--- src/rtl/drz_pkg.sv ---
// Shared types and constants for the dual-stick radial dead-zone block.
// No dependencies; every other file but drz_if imports this package.
package drz_pkg;

  // Fixed field widths
  localparam int PKT_W      = 32;
  localparam int AXIS_W     = 16;
  localparam int DZ_W       = 15;
  localparam int FS_W       = 16;
  localparam int CFG_DATA_W = 16;
  localparam int CFG_IDX_W  = 1;
  localparam int QUO_W      = 16;

  // Register indexes
  localparam logic [CFG_IDX_W-1:0] CFG_DEADZONE   = 1'b0;
  localparam logic [CFG_IDX_W-1:0] CFG_FULL_SCALE = 1'b1;

  // Register reset values
  localparam logic [DZ_W-1:0] DZ_RESET = 15'd3277;
  localparam logic [FS_W-1:0] FS_RESET = 16'd32767;

  // Largest Q1.15 magnitude
  localparam logic [QUO_W-2:0] Q15_MAX = 15'h7FFF;

  // Classified report passed from the front end to the back end
  typedef struct packed {
    logic              hold;
    logic [AXIS_W-1:0] left_x;
    logic [AXIS_W-1:0] left_y;
    logic [AXIS_W-1:0] right_x;
    logic [AXIS_W-1:0] right_y;
  } drz_cmd_t;

  // Status and result of one stick lane
  typedef struct packed {
    logic              busy;
    logic [AXIS_W-1:0] x_out;
    logic [AXIS_W-1:0] y_out;
  } drz_lane_rsp_t;

  typedef enum logic [3:0] {
    STK_IDLE,
    STK_SQUARE,
    STK_CHECK,
    STK_ROOT,
    STK_PREP,
    STK_MUL,
    STK_NUM,
    STK_DIV,
    STK_FIN
  } stk_state_t;

  typedef enum logic [0:0] {
    BK_IDLE,
    BK_RUN
  } bk_state_t;

endpackage

--- src/rtl/drz_fifo.sv ---
// Two-entry queue of classified reports between front and back end.
// Depends on drz_pkg for the command type.
module drz_fifo (
  input  logic             clk,
  input  logic             rst,
  input  logic             push,
  input  drz_pkg::drz_cmd_t push_cmd,
  output logic             full,
  input  logic             pop,
  output drz_pkg::drz_cmd_t pop_cmd,
  output logic             not_empty
);
  import drz_pkg::*;

  localparam int DEPTH = 2;
  localparam int PTR_W = $clog2(DEPTH);
  localparam int CNT_W = $clog2(DEPTH + 1);

  drz_cmd_t           entries [DEPTH];
  logic [PTR_W-1:0]   wr_ptr;
  logic [PTR_W-1:0]   rd_ptr;
  logic [CNT_W-1:0]   count;

  assign full      = (count == CNT_W'(DEPTH));
  assign not_empty = (count != '0);
  assign pop_cmd   = entries[rd_ptr];

  // Advance pointers and occupancy
  always_ff @(posedge clk) begin
    if (rst) begin
      wr_ptr <= '0;
      rd_ptr <= '0;
      count  <= '0;
    end else begin
      if (push) begin
        wr_ptr <= wr_ptr + 1'b1;
      end
      if (pop) begin
        rd_ptr <= rd_ptr + 1'b1;
      end
      if (push && !pop) begin
        count <= count + 1'b1;
      end else if (pop && !push) begin
        count <= count - 1'b1;
      end
    end
  end

  // Store entries
  always_ff @(posedge clk) begin
    if (push) begin
      entries[wr_ptr] <= push_cmd;
    end
  end

endmodule

--- config.mk ---
export PLATFORM = sky130hd
export DESIGN_NAME = drz_fifo
export DESIGN_NICKNAME = d
export VERILOG_FILES = /design/src/rtl/drz_pkg.sv /design/src/rtl/drz_fifo.sv
export SDC_FILE = /design/constraint.sdc
export NUM_CORES = 1
export LEC_CHECK = 0
export BUFFER_PORTS_ARGS = -buffer_cell sky130_fd_sc_hd__buf_2
export CORE_ASPECT_RATIO = 1.75
export CORE_MARGIN = 2
export CORE_UTILIZATION = 32
export CTS_BUF_LIST = sky130_fd_sc_hd__clkbuf_4 sky130_fd_sc_hd__clkbuf_8
export DETAILED_ROUTE_END_ITERATION = 8
export PLACE_DENSITY_LB_ADDON = 0.25
export SLEW_MARGIN = 20
export SYNTH_ARGS = -nofsm -noshare
export SYNTH_HDL_FRONTEND = slang
export SYNTH_SLANG_ARGS = --single-unit
export TNS_END_PERCENT = 50
--- constraint.sdc ---
create_clock -name clk -period 4.7 [get_ports clk]
set_input_delay 0.705 -clock clk [delete_from_list [all_inputs] [get_ports clk]]
set_output_delay 0.705 -clock clk [all_outputs]
set_load 0.05 [all_outputs]
==> results of run 1 <==
[kinds of logic after synthesis]
group,count (synthesis)
compound gates,2
xor+xnor,4
fa+ha+maj,1
buf+inv,8
flops,135
mux,65
simple gates,9
[power breakdown]
group	leakage [nW]	switching, mW	total, mW	internal, mW
clock network	0.211	0.436	1.02	0.580
registers	1.26	0.0391	1.44	1.40
logic	0.842	0.329	0.462	0.134
total	2.32	0.804	2.92	2.12
[layer usage]
metal	vias up	part of all wire [%]	wire, um
met2	66	58	5470
met1	1233	36	3420
met3	10	5.0	473
li1	1182	-	-
met4	0	1.6	149
met5	-	0	0
[layout by cell type, fill, tap and decap left out]
cell type,Yosys,routed
dfxtp_4,0,1
bufinv_16,0,4
inv_6,0,1
diode_2,0,3
clkinv_4,0,3
xnor2_1,2,2
a21oi_1,1,1
clkinvlp_4,0,1
or2_2,1,1
xor2_1,2,2
ha_1,1,1
clkinv_1,0,2
edfxtp_1,130,130
nor2_1,4,4
inv_1,1,1
nor2b_4,0,1
and2b_2,1,1
buf_4,1,1
dfxtp_1,5,4
o21ai_0,1,1
clkbuf_4,0,1
and2_4,0,1
clkbuf_8,0,17
mux2_2,65,65
clkinv_2,0,2
buf_2,1,135
or3_1,1,1
[per-stage QoR]
step                      hold WS, ps  area (um2)
after detailed placement          509        5780
after global routing              431        6200
after global placement            474        5780
final                             470        6200
after floorplan                   456        4910
after CTS                         429        6200
[final cells by class]
type | instances | area, um2 | share of cell area (%)
repair buffers | 136 | 683 | 11.0
multi-input cells | 81 | 848 | 13.7
clock buffers | 18 | 241 | 3.89
inverters | 1 | 3.75 | 0.0605
well taps | 186 | 233 | 3.75
clock inverters | 13 | 180 | 2.90
diodes | 3 | 7.51 | 0.121
flip-flops and latches | 135 | 4010 | 64.6
[final timing paths]
path,startpoint,to,slack [ps],cells after the start
min reg2reg,rd_ptr$_SDFFE_PP0P_,rd_ptr$_SDFFE_PP0P_,530,2
max reg2reg,wr_ptr$_SDFFE_PP0P_,entries[0][12]$_DFFE_PP_,2840,2
max,flip-flop,pop_cmd[16],1970,2
min,push_cmd[37],entries[0][37]$_DFFE_PP_,470,1
[flip-flops by register name, indices dropped and copies added, names as in the netlist, named ones only]
name     flops
count        2
entries    130
wr_ptr       1
rd_ptr       1
[worst max-delay path, cell delays in order, from the launching register on]
cell and delay [ps]:
dfxtp_4 930, mux2_2 430, buf_2 210
==> flow_summary.toml, run 1 <==
[synth]
async_reset_ff_share_pct = 0
synth_top_family_by_area = "multiplexers"
ys_warn_count = 0
synth_area_leader_cell = "edfxtp_1"
synthTopCellsByArea = "edfxtp_1 79%, mux2_2 15%, dfxtp_1 2.0%"
synth_edf_count = 130
netlist_area_um2 = 4910
synth_seq_cells = 135
ys_seq_area_share_pct = 81.5
avgSynthCellArea_um2 = 21.9
syn-num-nets = 294
ys_types = 18
synth_top_flop_cell = "edfxtp_1"
yosys.area_share.adder_pct = 0.255
netlist.area_leader.share_pct = 79.4
synthSimpleGateAreaFrac_pct = 0.993
synthMuxAreaShare_pct = 14.9
synth_compound_area_share_pct = 0.204
post-synth-top-count-cell = "edfxtp_1"
synth_cells = 224
synth.top_cells.by_count = "130 x edfxtp_1, 65 x mux2_2, 5 x buf_6, 5 x dfxtp_1, 4 x nor2_1"
synth-xor-area-share_pct = 0.713

[timing]
period_share_pct = 58.1
fin_worst_skew_ps = 9.94
slew_headroom_pct = 35.7
max_freq_mhz = 366
worst_slack_ps = 1970
finalMaxSlewViolations = 0
min_period_ps = 2730
worstMarginPinSlew_ps = 965
hold_violations = 0
setup_tns_ps = 0
rsz0062_at_grt = "false"
setup_viol = 0

[grt]
first_global_vias = 2667
gr-usage-all-layers_pct = 11.6
grt_pass1_wl_mm = 14.2
antenna_found_initial = 3
grtUsageMet2_pct = 21.0
grt_busiest_layer = "met2"
grt_max_degree = 66
use_met1_pct = 11.8
grt_use_met3_pct = 3.40
grt_overflow_total = 0

[setup_path]
path_max_fanout = 65
cp-end-kind = "output pin"
required_ps = 3990
cp.arrival_ps = 2030
crit_type = "reg2out"
startpoint_type = "flip-flop"

[layout]
finish.utilization_pct = 40.7
instances_no_fill = 573
final_layout_size_suffix_gt1_share_pct = 61.2
syn_to_final_growth_pct = 26.2
final_nets = 442
nFillCells = 1431

[routing]
drc_errors = 0
wl_per_cell_um = 16.6
dr.first_iter.drc_count = 69
first_pass_iters = 3
drt_wl_total_mm = 9.50
vias = 2491
routed_via_density = 4.35
ant_nets = 0

[floorplan]
dieArea_um2 = 16400
fp-row-count = 60
die_y_um = 168
start_util_pct = 32.2
die_w_um = 97.7
coreArea_um2 = 15200
top_level_ports = 136

[place]
placedCellCount = 539
preCtsSetupSlack_ps = 2250
gp_congestion = 0.689
io_buffer_count = 135
dp_hpwl_mm = 6.02

[power]
leakage_nw = 2.32
vdd_drop_max_mv = 0.161
p_total_mw = 2.92
power.density_nw_per_um2 = 471

[clock_network]
ctsHoldBuffers = 0
root_buffer = "clkbuf_8"
cts_buffer_depth = 2
cts_setup_buffers = 0
clkSinkCount = 135
ctsResizeCount = 0
cts_tree = "yes"
cts_made_buffers = 17
cts.htree.levels = 4
worstSkewPairLatency_ps = 420
clk_pin_slew_ps = 80

[flow_run]
maxCapViolCount = 0

[hold_path]
hold_class = "in2reg"

[outcome]
status = "complete, no violations"
Power figures use the tool's default switching activity.
==> inputs of run 2 (changes only) <==
clock period = 2.65 ns   (was 4.7 ns; I/O delays follow)
==> flow_summary.toml, run 2 (synthesized netlist as in run 1, its figures left out) <==
[clock_network]
worstSkewPairLatency_ps = 420
clkSinkCount = 135
ctsResizeCount = 0
cts_made_buffers = 17
cts_tree = "yes"
cts_setup_buffers = 0
root_buffer = "clkbuf_8"
cts.htree.levels = 4
ctsHoldBuffers = 0
clk_pin_slew_ps = 90
cts_buffer_depth = 2

[timing]
finalMaxSlewViolations = 0
rsz0062_at_grt = "false"
min_period_ps = 2110
setup_viol = 0
worstMarginPinSlew_ps = 478
slew_headroom_pct = 68.1
period_share_pct = 79.8
worst_hold_slack_ps = 163
setup_tns_ps = 0
hold_violations = 0
worst_slack_ps = 535
fin_worst_skew_ps = 12.5
max_freq_mhz = 473

[floorplan]
die_y_um = 168
start_util_pct = 32.2
die_w_um = 97.7
top_level_ports = 136
dieArea_um2 = 16400
coreArea_um2 = 15200
fp-row-count = 60

[power]
leakage_nw = 2.31
clkPwrFrac_pct = 32.8
p_total_mw = 5.03
sw_frac_of_total_pct = 28.8
p_seq_share_pct = 50.0
power.internal_mw = 3.58
power.density_nw_per_um2 = 810
p_sw_mw = 1.45
vdd_drop_max_mv = 0.393
pwr-share-comb_pct = 17.1

[setup_path]
rr_worst_depth = 2
crit_type = "reg2out"
required_ps = 2250
cp.arrival_ps = 1720
cp-end-kind = "output pin"
startpoint_type = "flip-flop"
r2r_slack_ps = 1270
r2r-end = "entries[1][47]$_DFFE_PP_"
path_max_fanout = 65
r2r-start = "wr_ptr$_SDFFE_PP0P_"

[hold_path]
whs_endpoint = "entries[1][9]$_DFFE_PP_"
hold_depth = 1
hp-start = "push_cmd[9]"
hold_class = "in2reg"

[routing]
first_pass_iters = 4
dr.first_iter.drc_count = 68
ant_nets = 0
wl_per_cell_um = 15.8
drt_wl_total_mm = 9.09
routed_via_density = 4.49
drc_errors = 0
vias = 2592

[grt]
grt_overflow_total = 0
antenna_found_initial = 3
grt_max_degree = 66
first_global_vias = 2789
grt_pass1_wl_mm = 14.0
gr-usage-all-layers_pct = 11.3

[place]
dp_hpwl_mm = 6.04
preCtsSetupSlack_ps = 960
place_area_um2 = 5810
gp_congestion = 0.689
io_buffer_count = 135

[flow_run]
maxCapViolCount = 0

[layout]
postLayoutCellArea_um2 = 6210
final_cell_mix = "135 x buf_2, 130 x edfxtp_1, 65 x mux2_2"
syn_to_final_growth_pct = 26.4
final_layout_size_suffix_gt1_share_pct = 62.0
largest_register_ffs = 130
largest_registers = "entries (130), count (2)"
final_nets = 446
final_common_cell = "buf_2"
top_register = "entries"

[outcome]
status = "complete, no violations"
==> run 2: layer usage <==
layer  vias to the layer above  global-route usage, %  wire [um]  share of wire [%]
met5                         -                      0         10               0.11
met4                         2                   7.31        329                3.6
met3                        20                   3.78        426                4.7
met2                        84                   21.1       5250                 58
met1                      1301                   10.1       3080                 34
li1                       1185                      -          -                  -
==> run 2: worst max-delay path: stages, from the launching register on <==
cell and delay, ps:
dfxtp_2 340, buf_12 310, mux2_2 390, buf_2 210
==> run 2: per-stage QoR <==
stage	utilization (%)	cells
final	40.8	577
after global routing	40.8	577
after CTS	40.7	575
after detailed placement	38.2	543
after global placement	38.2	543
after floorplan	-	224
==> run 2: cell type report <==
type / instances / area, um2
fill: 1442 / 9030
sequential: 135 / 4010
multi-input combinational: 81 / 847
timing repair buffer: 140 / 726
clock buffer: 18 / 241
tap: 186 / 233
clock inverter: 14 / 150
antenna: 2 / 5.00
inverter: 1 / 3.75
==> run 2: power by group through the flow <==
stage	logic, mW	clock network [mW]	registers [mW]
6_report	0.861	1.65	2.52
5_1_grt	0.910	1.81	2.53
4_1_cts	0.877	1.73	2.52
3_5_place_dp	0.875	0	2.57
3_3_place_gp	0.868	0	2.56
2_1_floorplan	0.664	0	2.56
==> run 2: how the worst max path moves through the flow <==
| stage | to | slack [ps] | start | depth (start not counted) |
|---|---|---|---|---|
| floorplan | entries[0][0]$_DFFE_PP_ | 120 | push | 1 |
| global placement | pop_cmd[48] | 970 | flip-flop | 3 |
| detailed placement | pop_cmd[54] | 960 | flip-flop | 3 |
| CTS | pop_cmd[25] | 470 | flip-flop | 3 |
| global route | pop_cmd[39] | 430 | flip-flop | 3 |
| finish | pop_cmd[48] | 540 | flip-flop | 3 |
