`src/rtl/drz_pkg.sv`:
```
// Shared types and constants for the dual-stick radial dead-zone block.
// No dependencies; every other file but drz_if imports this package.
package drz_pkg;

  // Fixed field widths
  localparam int PKT_W      = 32;
  localparam int AXIS_W     = 16;
  localparam int DZ_W       = 15;
  localparam int FS_W       = 16;
  localparam int CFG_DATA_W = 16;
  localparam int CFG_IDX_W  = 1;
  localparam int QUO_W      = 16;

  // Register indexes
  localparam logic [CFG_IDX_W-1:0] CFG_DEADZONE   = 1'b0;
  localparam logic [CFG_IDX_W-1:0] CFG_FULL_SCALE = 1'b1;

  // Register reset values
  localparam logic [DZ_W-1:0] DZ_RESET = 15'd3277;
  localparam logic [FS_W-1:0] FS_RESET = 16'd32767;

  // Largest Q1.15 magnitude
  localparam logic [QUO_W-2:0] Q15_MAX = 15'h7FFF;

  // Classified report passed from the front end to the back end
  typedef struct packed {
    logic              hold;
    logic [AXIS_W-1:0] left_x;
    logic [AXIS_W-1:0] left_y;
    logic [AXIS_W-1:0] right_x;
    logic [AXIS_W-1:0] right_y;
  } drz_cmd_t;

  // Status and result of one stick lane
  typedef struct packed {
    logic              busy;
    logic [AXIS_W-1:0] x_out;
    logic [AXIS_W-1:0] y_out;
  } drz_lane_rsp_t;

  typedef enum logic [3:0] {
    STK_IDLE,
    STK_SQUARE,
    STK_CHECK,
    STK_ROOT,
    STK_PREP,
    STK_MUL,
    STK_NUM,
    STK_DIV,
    STK_FIN
  } stk_state_t;

  typedef enum logic [0:0] {
    BK_IDLE,
    BK_RUN
  } bk_state_t;

endpackage

```
`src/rtl/drz_if.sv`:
```
// Valid/ready channel interfaces for controller reports and stick results.
// Plain logic signals; no package dependency.
interface drz_in_if;
  logic        valid;
  logic        ready;
  logic [31:0] packet_number;
  logic [15:0] left_x_raw;
  logic [15:0] left_y_raw;
  logic [15:0] right_x_raw;
  logic [15:0] right_y_raw;

  modport source (output valid, packet_number, left_x_raw, left_y_raw,
                  right_x_raw, right_y_raw, input ready);
  modport sink (input valid, packet_number, left_x_raw, left_y_raw,
                right_x_raw, right_y_raw, output ready);
endinterface


```
`src/rtl/drz_front.sv`:
```
// Front end: accepts reports, compares the packet number with the last one
// and queues a hold or compute command. Depends on drz_pkg and drz_in_if.
module drz_front (
  input  logic              clk,
  input  logic              rst,
  drz_in_if.sink            report,
  input  logic              full,
  output logic              push,
  output drz_pkg::drz_cmd_t push_cmd
);
  import drz_pkg::*;

  logic [PKT_W-1:0] last_packet;

  assign report.ready = !full;
  assign push         = report.valid && !full;

  // Classify the report
  always_comb begin
    push_cmd.hold    = (report.packet_number == last_packet);
    push_cmd.left_x  = report.left_x_raw;
    push_cmd.left_y  = report.left_y_raw;
    push_cmd.right_x = report.right_x_raw;
    push_cmd.right_y = report.right_y_raw;
  end

  // Track the last packet number on every transaction
  always_ff @(posedge clk) begin
    if (rst) begin
      last_packet <= '0;
    end else if (push) begin
      last_packet <= report.packet_number;
    end
  end

endmodule

```
`src/flat_wrapper.sv`:
```
// flat-port wrapper written by rule: the top's interface ports become plain ports
module drz_front_flat import drz_pkg::*;
  (clk, rst, full, push, push_cmd, report_valid, report_packet_number, report_left_x_raw, report_left_y_raw, report_right_x_raw, report_right_y_raw, report_ready);
  drz_in_if report_i ();
  input  logic clk;
  input  logic rst;
  input  logic full;
  output logic push;
  output drz_pkg::drz_cmd_t push_cmd;
  input wire logic [$bits(report_i.valid)-1:0] report_valid;
  input wire logic [$bits(report_i.packet_number)-1:0] report_packet_number;
  input wire logic [$bits(report_i.left_x_raw)-1:0] report_left_x_raw;
  input wire logic [$bits(report_i.left_y_raw)-1:0] report_left_y_raw;
  input wire logic [$bits(report_i.right_x_raw)-1:0] report_right_x_raw;
  input wire logic [$bits(report_i.right_y_raw)-1:0] report_right_y_raw;
  output wire logic [$bits(report_i.ready)-1:0] report_ready;
  assign report_i.valid = report_valid;
  assign report_i.packet_number = report_packet_number;
  assign report_i.left_x_raw = report_left_x_raw;
  assign report_i.left_y_raw = report_left_y_raw;
  assign report_i.right_x_raw = report_right_x_raw;
  assign report_i.right_y_raw = report_right_y_raw;
  assign report_ready = report_i.ready;
  drz_front u_core (.clk(clk), .rst(rst), .report(report_i), .full(full), .push(push), .push_cmd(push_cmd));
endmodule
```
`config.mk`:
```
export PLATFORM = sky130hd
export DESIGN_NAME = drz_front_flat
export DESIGN_NICKNAME = d
export VERILOG_FILES = /design/src/rtl/drz_pkg.sv /design/src/rtl/drz_if.sv /design/src/rtl/drz_front.sv /design/src/flat_wrapper.sv
export SDC_FILE = /design/constraint.sdc
export NUM_CORES = 1
export LEC_CHECK = 0
export ABC_CLOCK_PERIOD_IN_PS = 950
export BUFFER_PORTS_ARGS = -buffer_cell sky130_fd_sc_hd__buf_2
export CORE_MARGIN = 4
export CORE_UTILIZATION = 35
export CTS_BUF_LIST = sky130_fd_sc_hd__clkbuf_8
export DETAILED_ROUTE_END_ITERATION = 8
export GPL_TIMING_DRIVEN = 0
export HOLD_SLACK_MARGIN = 0.1
export PLACE_DENSITY = 0.78
export RECOVER_POWER = 100
export SLEW_MARGIN = 20
export SYNTH_ARGS = -nofsm -noshare
export SYNTH_HDL_FRONTEND = slang
export SYNTH_SLANG_ARGS = --single-unit
```
`constraint.sdc`:
```
create_clock -name clk -period 0.95 [get_ports clk]
set_clock_uncertainty 0.05 [all_clocks]
set_input_delay 0.0475 -clock clk [delete_from_list [all_inputs] [get_ports clk]]
set_output_delay 0.0475 -clock clk [all_outputs]
set_load 0.03 [all_outputs]
```
==> results of run 1 <==
==> worst max path at each step <==
stage                     cells past startpoint                                 from           end  slack [ns]
after floorplan                               4  u_core.last_packet[11]$_SDFFE_PP0P_  push_cmd[64]       -0.23
after global placement                        5   u_core.last_packet[5]$_SDFFE_PP0P_  push_cmd[64]       -0.51
after detailed placement                      5  u_core.last_packet[16]$_SDFFE_PP0P_  push_cmd[64]       -0.53
after CTS                                     5  u_core.last_packet[31]$_SDFFE_PP0P_  push_cmd[64]       -0.76
after global routing                          5   u_core.last_packet[0]$_SDFFE_PP0P_  push_cmd[64]       -0.79
final                                         5   u_core.last_packet[2]$_SDFFE_PP0P_  push_cmd[64]       -0.72
==> metrics by stage <==
step,util [%],setup TNS [ns],area [sq um],worst slack [ns]
finish,56.90,-0.8626,2962,-0.7217
global route,56.90,-1.016,2962,-0.7934
CTS,57.62,-0.7573,2999,-0.7573
detailed placement,48.75,-1.008,2537,-0.5278
global placement,48.75,-0.5217,2537,-0.5055
floorplan,-,-0.2320,1939,-0.2320
==> cells by family after synthesis <==
| family | after synthesis | synth area share (%) |
|---|---|---|
| buf+inv | 75 | 27.52 |
| compound gates | 32 | 8.328 |
| simple gates | 76 | 16.27 |
| flops | 32 | 33.31 |
| xor+xnor | 32 | 14.57 |
==> power breakdown <==
part / switching [mW] / internal [mW]
Sequential: 0.0420 / 1.41
Clock: 0.511 / 0.577
Combinational: 0.635 / 0.476
Total: 1.19 / 2.46
==> final cells by class <==
type | count | area [sq um]
fillers | 510 | 2243
multi-input cells | 140 | 828.3
repair buffers | 136 | 767.0
flip-flops and latches | 32 | 656.9
plain buffers | 73 | 521.8
well taps | 70 | 87.58
clock buffers | 6 | 82.58
clock inverters | 2 | 10.01
inverters | 2 | 7.507
==> critical path, stage by stage, from the launching register on <==
cell and delay (ns):
dfxtp_2 0.32, xor2_1 0.15, nor4_1 0.31, nand4_1 0.20
nor2_4 0.16, buf_6 0.14
==> what timing repair did <==
action                     CTS  global route
hold buffers                34             0
gates resized for setup      7            14
setup endpoints to repair    2             3
hold endpoints to repair    32             0
pin swaps                    2            10
==> per-layer routing <==
metal  wire length, um  global-route usage, %  up-vias
met5                 0                      0        -
met4               109                  6.312        0
met3               617                  4.772       11
met2              2926                  27.46      109
met1              1984                  16.02      927
li1                  -                      -     1006
==> cell usage in the layout (no fill, tap or decap), drive strengths merged <==
cell type / Yosys / layout
a21oi: 32 / 32
buf: 70 / 93
nand4: 2 / 2
nand2: 65 / 65
inv: 2 / 2
dlygate4sd3: 0 / 33
dlymetal6s4s: 0 / 1
nor2: 1 / 1
xor2: 32 / 32
clkinv: 0 / 2
clkbuf: 3 / 88
dfxtp: 32 / 32
nor4: 8 / 8
==> flow_summary.yaml, run 1 <==
synthesis:
  synth-main-ff-cell: "dfxtp_1"
  synth.top_cell.area_share_pct: 33.31
  ys_top_cells_by_count: "buf_4 (64), nand2_1 (64), a21oi_1 (32), dfxtp_1 (32), xor2_1 (32)"
  synthCells: 247
  async_reset_ff_share_pct: 0
  synth_fp_nets: 347
  warnings_synthesis: 0
  sequential_to_total_area_share_from_yosys_stat_pct: 33.31
  number_of_enable_type_register_cells_in_the_synthesized_netlist: 0
  synth_seq_cells: 32
  synth.lib_cells_used.distinct: 12
  ys_top_cells_by_area: "dfxtp_1 (33%), buf_4 (25%), xor2_1 (15%), nand2_1 (12%), a21oi_1 (8.3%)"
  syn_area_per_cell_sq_um: 7.786
  mappedNetlistArea_sq_um: 1923
  post-synth-top-area-cell: "dfxtp_1"
finish:
  nets: 490
  diodes: 0
  drive_above_1_share_pct: 32.48
  syn_to_final_growth_pct: 54.00
  largest_register: "u_core.last_packet"
  biggestRegsByFlops: "u_core.last_packet (32)"
  post_layout_nonfiller_instances: 461
  largest_register_ffs: 32
min_path:
  hp-class: "in -> reg"
  min_path_cells: 5
  timing.hold.worst.start: "report_valid"
  hold_end: "u_core.last_packet[30]$_SDFFE_PP0P_"
flow_run:
  drv.max_cap_violation_count: 0
global_routing:
  number_of_global_route_vias_before_repair: 1931
  grt_start_max_net_pins: 11
  antenna_found_initial: 0
  grt-ovfl-total: 0
  globalRouteTotalUtil_pct: 15.11
  grt_pass1_wl_um: 7852
sta:
  post_layout_min_period_ns: 1.672
  achievable-frequency_mhz: 598.2
  worst_pin_slew_ns: 0.4926
  finalWorstSetupSlack_ns: -0.7217
  layout_worst_path_cycle_share_pct: 176.0
  worst_slew_margin_rel_pct: 67.16
  holdWs_ns: 0.2540
  hold_violation_count_in_the_final_report: 0
  grt_setup_unrepaired: "yes"
  report.final.setup_viol: 2
  timing.final.max_slew_violations: 0
power:
  powerDensity_nw_per_um2: 1233
  total_power_mw: 3.651
  max-vdd-ir-drop_mv: 0.9400
  p_leak_nw: 1.316
floorplan:
  chipHeight_um: 82.13
  dieWidth_um: 82.13
  start_util_pct: 36.95
  core_box_area_sq_um: 5205
  ioPinCount: 167
  standard_cell_rows: 26
  design.die.area_sq_um: 6745
clock_tree:
  deepest_level_of_the_cts_h_tree: 2
  clock_insertion_delay_worst_skew_ns: 0.29
  clkTransAtPathRegs_ns: 0.07
  clock-sinks: 32
  cts.repair_timing.setup_buffer_count: 0
  clock_tree.buffer_depth: 2
  numCtsBuffers: 5
  clock-root-buffer: "clkbuf_8"
  cts_tree: "built"
placed_design:
  place.detailed.hpwl_um: 4014
  global_placer_s_final_weighted_congestion: 0.7722
  port_buffers: 102
  dpl_cells: 419
worst_setup_path:
  timing.setup.critical_path_class: "reg -> out"
  cp_max_fo: 2
  reg2reg_from: "u_core.last_packet[29]$_SDFFE_PP0P_"
  cp-start-kind: "flop"
  worst_r2r_endpoint: "u_core.last_packet[29]$_SDFFE_PP0P_"
  timing.critical_path.required_ns: 0.85
  cp_data_arrival_time_ns: 1.57
  reg2reg_depth: 2
  end_kind: "output pin"
  reg2reg_setup_slack_ns: 0.24
detailed_routing:
  detailedRoute.firstIterationViolations: 81
  ant_nets: 0
  detail_route.wl_per_cell_um: 12.23
  detailroute.via_count: 2053
  detail_route.first_pass.iterations: 4
  detail_route.vias_per_cell: 4.453
  drc: 0
  route.final.wire_length_um: 5638
outcome:
  outcome: "finished, violations left"
  failed_checks: "setup timing"
Power figures use the tool's default switching activity.
==> run 2, diff against run 1 <==
- BUFFER_PORTS_ARGS: -buffer_cell sky130_fd_sc_hd__buf_2 -> unset
- CORE_UTILIZATION: 35 -> 57
- DONT_BUFFER_PORTS: unset -> 1
- PLACE_DENSITY: 0.78 -> 0.75
==> run 2 against run 1 <==
Die area shrank 35%. The run still ends with setup timing left. Critical path type unchanged. Non-clock buffer count fell by 100. Global-route usage up 8.1 points. Clock-buffer cell count rose by 1. Combinational power down 25%. Register-to-register slack improved by 0.02 ns. Hold slack got worse by 0.15 ns. Power shrank 6.0%. Clock power increased by 6%. Cell count down 28%. Utilization is 16 points higher. Flip-flop and latch count did not move.
==> flow_summary.yaml, run 2 (same netlist as run 1, synthesis figures left out) <==
placed_design:
  port_buffers: 0
  global_placer_s_final_weighted_congestion: 0.7628
  dpl_cells: 291
  place.detailed.hpwl_um: 3589
clock_tree:
  clkTransAtPathRegs_ns: 0.07
  clock_insertion_delay_worst_skew_ns: 0.29
  clock_tree.buffer_depth: 2
  numCtsBuffers: 5
  deepest_level_of_the_cts_h_tree: 2
  clock-root-buffer: "clkbuf_8"
  cts_tree: "built"
  clock-sinks: 32
finish:
  num-fill-cells: 305
  mostFrequentLayoutCell: "clkbuf_1"
  biggestRegsByFlops: "u_core.last_packet (32)"
  post_layout_nonfiller_instances: 334
  util_after_layout_pct: 72.48
  most-common-layout-cells: "clkbuf_1 (67), nand2_1 (64), dlygate4sd3_1 (35), a21oi_1 (32), xor2_1 (31)"
  syn_to_final_growth_pct: 17.89
  drive_above_1_share_pct: 12.07
  nets: 390
  largest_register_ffs: 32
  largest_register: "u_core.last_packet"
  diodes: 0
worst_setup_path:
  worst_r2r_endpoint: "u_core.last_packet[26]$_SDFFE_PP0P_"
  reg2reg_depth: 2
  cp_data_arrival_time_ns: 1.52
  end_kind: "output pin"
  reg2reg_from: "u_core.last_packet[26]$_SDFFE_PP0P_"
  critical_path.cell_chain: "xor2_1, nor4_2, nand4_1, nor2_4"
  reg2reg_setup_slack_ns: 0.26
  crit_path_max_incr_delay_ns: 0.33
  endpoint_of_the_worst_setup_timing_path: "push_cmd[64]"
  critPathLaunch: "u_core.last_packet[24]$_SDFFE_PP0P_"
  timing.critical_path.required_ns: 0.85
  cp_max_fo: 2
  timing.setup.critical_path_class: "reg -> out"
  cp-start-kind: "flop"
  critPathSlowestCell: "dfxtp_2"
detailed_routing:
  drc: 0
  detail_route.wl_per_cell_um: 16.47
  ant_nets: 0
  detailroute.via_count: 1657
  detailedRoute.firstIterationViolations: 63
  detail_route.vias_per_cell: 4.961
  route.final.wire_length_um: 5501
  detail_route.first_pass.iterations: 4
power:
  seq_power_share_pct: 42.2
  internal_power_mw: 2.331
  max-vdd-ir-drop_mv: 1.133
  p_leak_nw: 0.8890
  p_sw_mw: 1.100
  share_clk_of_total_power_pct: 33.4
  switching_share_pct: 32.05
  portion_of_total_power_attributed_to_combinational_logic_pct: 24.4
  powerDensity_nw_per_um2: 1513
outcome:
  failed_checks: "setup timing"
  outcome: "finished, violations left"
sta:
  post_layout_min_period_ns: 1.618
  hold_violation_count_in_the_final_report: 0
  worst_pin_slew_ns: 0.4720
  timing.final.max_slew_violations: 0
  achievable-frequency_mhz: 618.1
  worst_slew_margin_rel_pct: 68.53
  report.final.setup_viol: 32
  finalWorstSetupSlack_ns: -0.6678
  layout_worst_path_cycle_share_pct: 170.3
  grt_setup_unrepaired: "yes"
global_routing:
  antenna_found_initial: 0
  grt_pass1_wl_um: 7534
  grt_start_max_net_pins: 11
  grt-ovfl-total: 0
  number_of_global_route_vias_before_repair: 1575
  globalRouteTotalUtil_pct: 23.26
floorplan:
  core_box_area_sq_um: 3128
  dieWidth_um: 66.09
  standard_cell_rows: 20
  design.die.area_sq_um: 4367
  ioPinCount: 167
  chipHeight_um: 66.09
  start_util_pct: 61.48
min_path:
  hp-class: "in -> reg"
  timing.hold.worst.start: "report_valid"
flow_run:
  drv.max_cap_violation_count: 0
-- run 2: per-layer routing --
layer | vias to the layer above | global-route usage (%) | wire (um) | share of wire (%)
met5 | - | 0 | 0 | 0
met4 | 0 | 7.614 | 39 | 0.71
met3 | 5 | 8.163 | 612 | 11
met2 | 99 | 40.77 | 2923 | 53
met1 | 748 | 25.97 | 1925 | 35
li1 | 805 | - | - | -
-- run 2: power by group through the flow --
stage / combinational [mW] / sequential, mW / clock, mW
after CTS: 0.925 / 1.45 / 1.15
after global placement: 0.791 / 1.47 / 0
after detailed placement: 0.797 / 1.47 / 0
after floorplan: 0.724 / 1.47 / 0
final: 0.836 / 1.45 / 1.15
after global routing: 0.897 / 1.45 / 1.23
-- run 2: worst min path at each step --
stage	end	slack, ns	depth (start not counted)
floorplan	u_core.last_packet[29]$_SDFFE_PP0P_	0.06	1
global placement	u_core.last_packet[29]$_SDFFE_PP0P_	0.06	1
detailed placement	u_core.last_packet[29]$_SDFFE_PP0P_	0.06	1
CTS	u_core.last_packet[8]$_SDFFE_PP0P_	0.11	4
global route	u_core.last_packet[3]$_SDFFE_PP0P_	0.14	4
finish	u_core.last_packet[11]$_SDFFE_PP0P_	0.11	4
-- run 2: cell type report --
| cell class | instances | area, sq um | area share [%] |
|---|---|---|---|
| plain buffers | 73 | 296.5 | 13.08 |
| clock buffers | 7 | 96.34 | 4.249 |
| inverters | 2 | 7.507 | 0.3311 |
| multi-input cells | 140 | 799.5 | 35.26 |
| flip-flops and latches | 32 | 654.4 | 28.86 |
| well taps | 44 | 55.05 | 2.428 |
| repair buffers | 36 | 357.8 | 15.78 |
-- run 2: worst max-delay path: cells and delay by family, from the launching register on --
kind | cells | cell delay [ns]
xor+xnor | 1 | 0.15
flops | 1 | 0.33
simple gates | 3 | 0.76
-- run 2: stage by stage --
| stage | area [sq um] | hold WS [ns] | TNS, ns | total power [mW] | setup slack [ns] |
|---|---|---|---|---|---|
| after floorplan | 1939 | 0.05915 | -0.2320 | 2.193 | -0.2320 |
| after global placement | 1994 | 0.06000 | -1.652 | 2.263 | -0.4449 |
| after detailed placement | 1994 | 0.06293 | -2.077 | 2.271 | -0.4561 |
| after CTS | 2456 | 0.1066 | -11.87 | 3.522 | -0.6822 |
| after global routing | 2267 | 0.1355 | -9.259 | 3.577 | -0.7581 |
| final | 2267 | 0.1058 | -6.860 | 3.431 | -0.6678 |
-- run 2: what timing repair did --
action	CTS	global route
buffers inserted	0	1
endpoints found under the setup margin	1	34
hold buffers	34	2
resized for setup	7	9
endpoints found under the hold margin	32	4
pin swaps	10	0
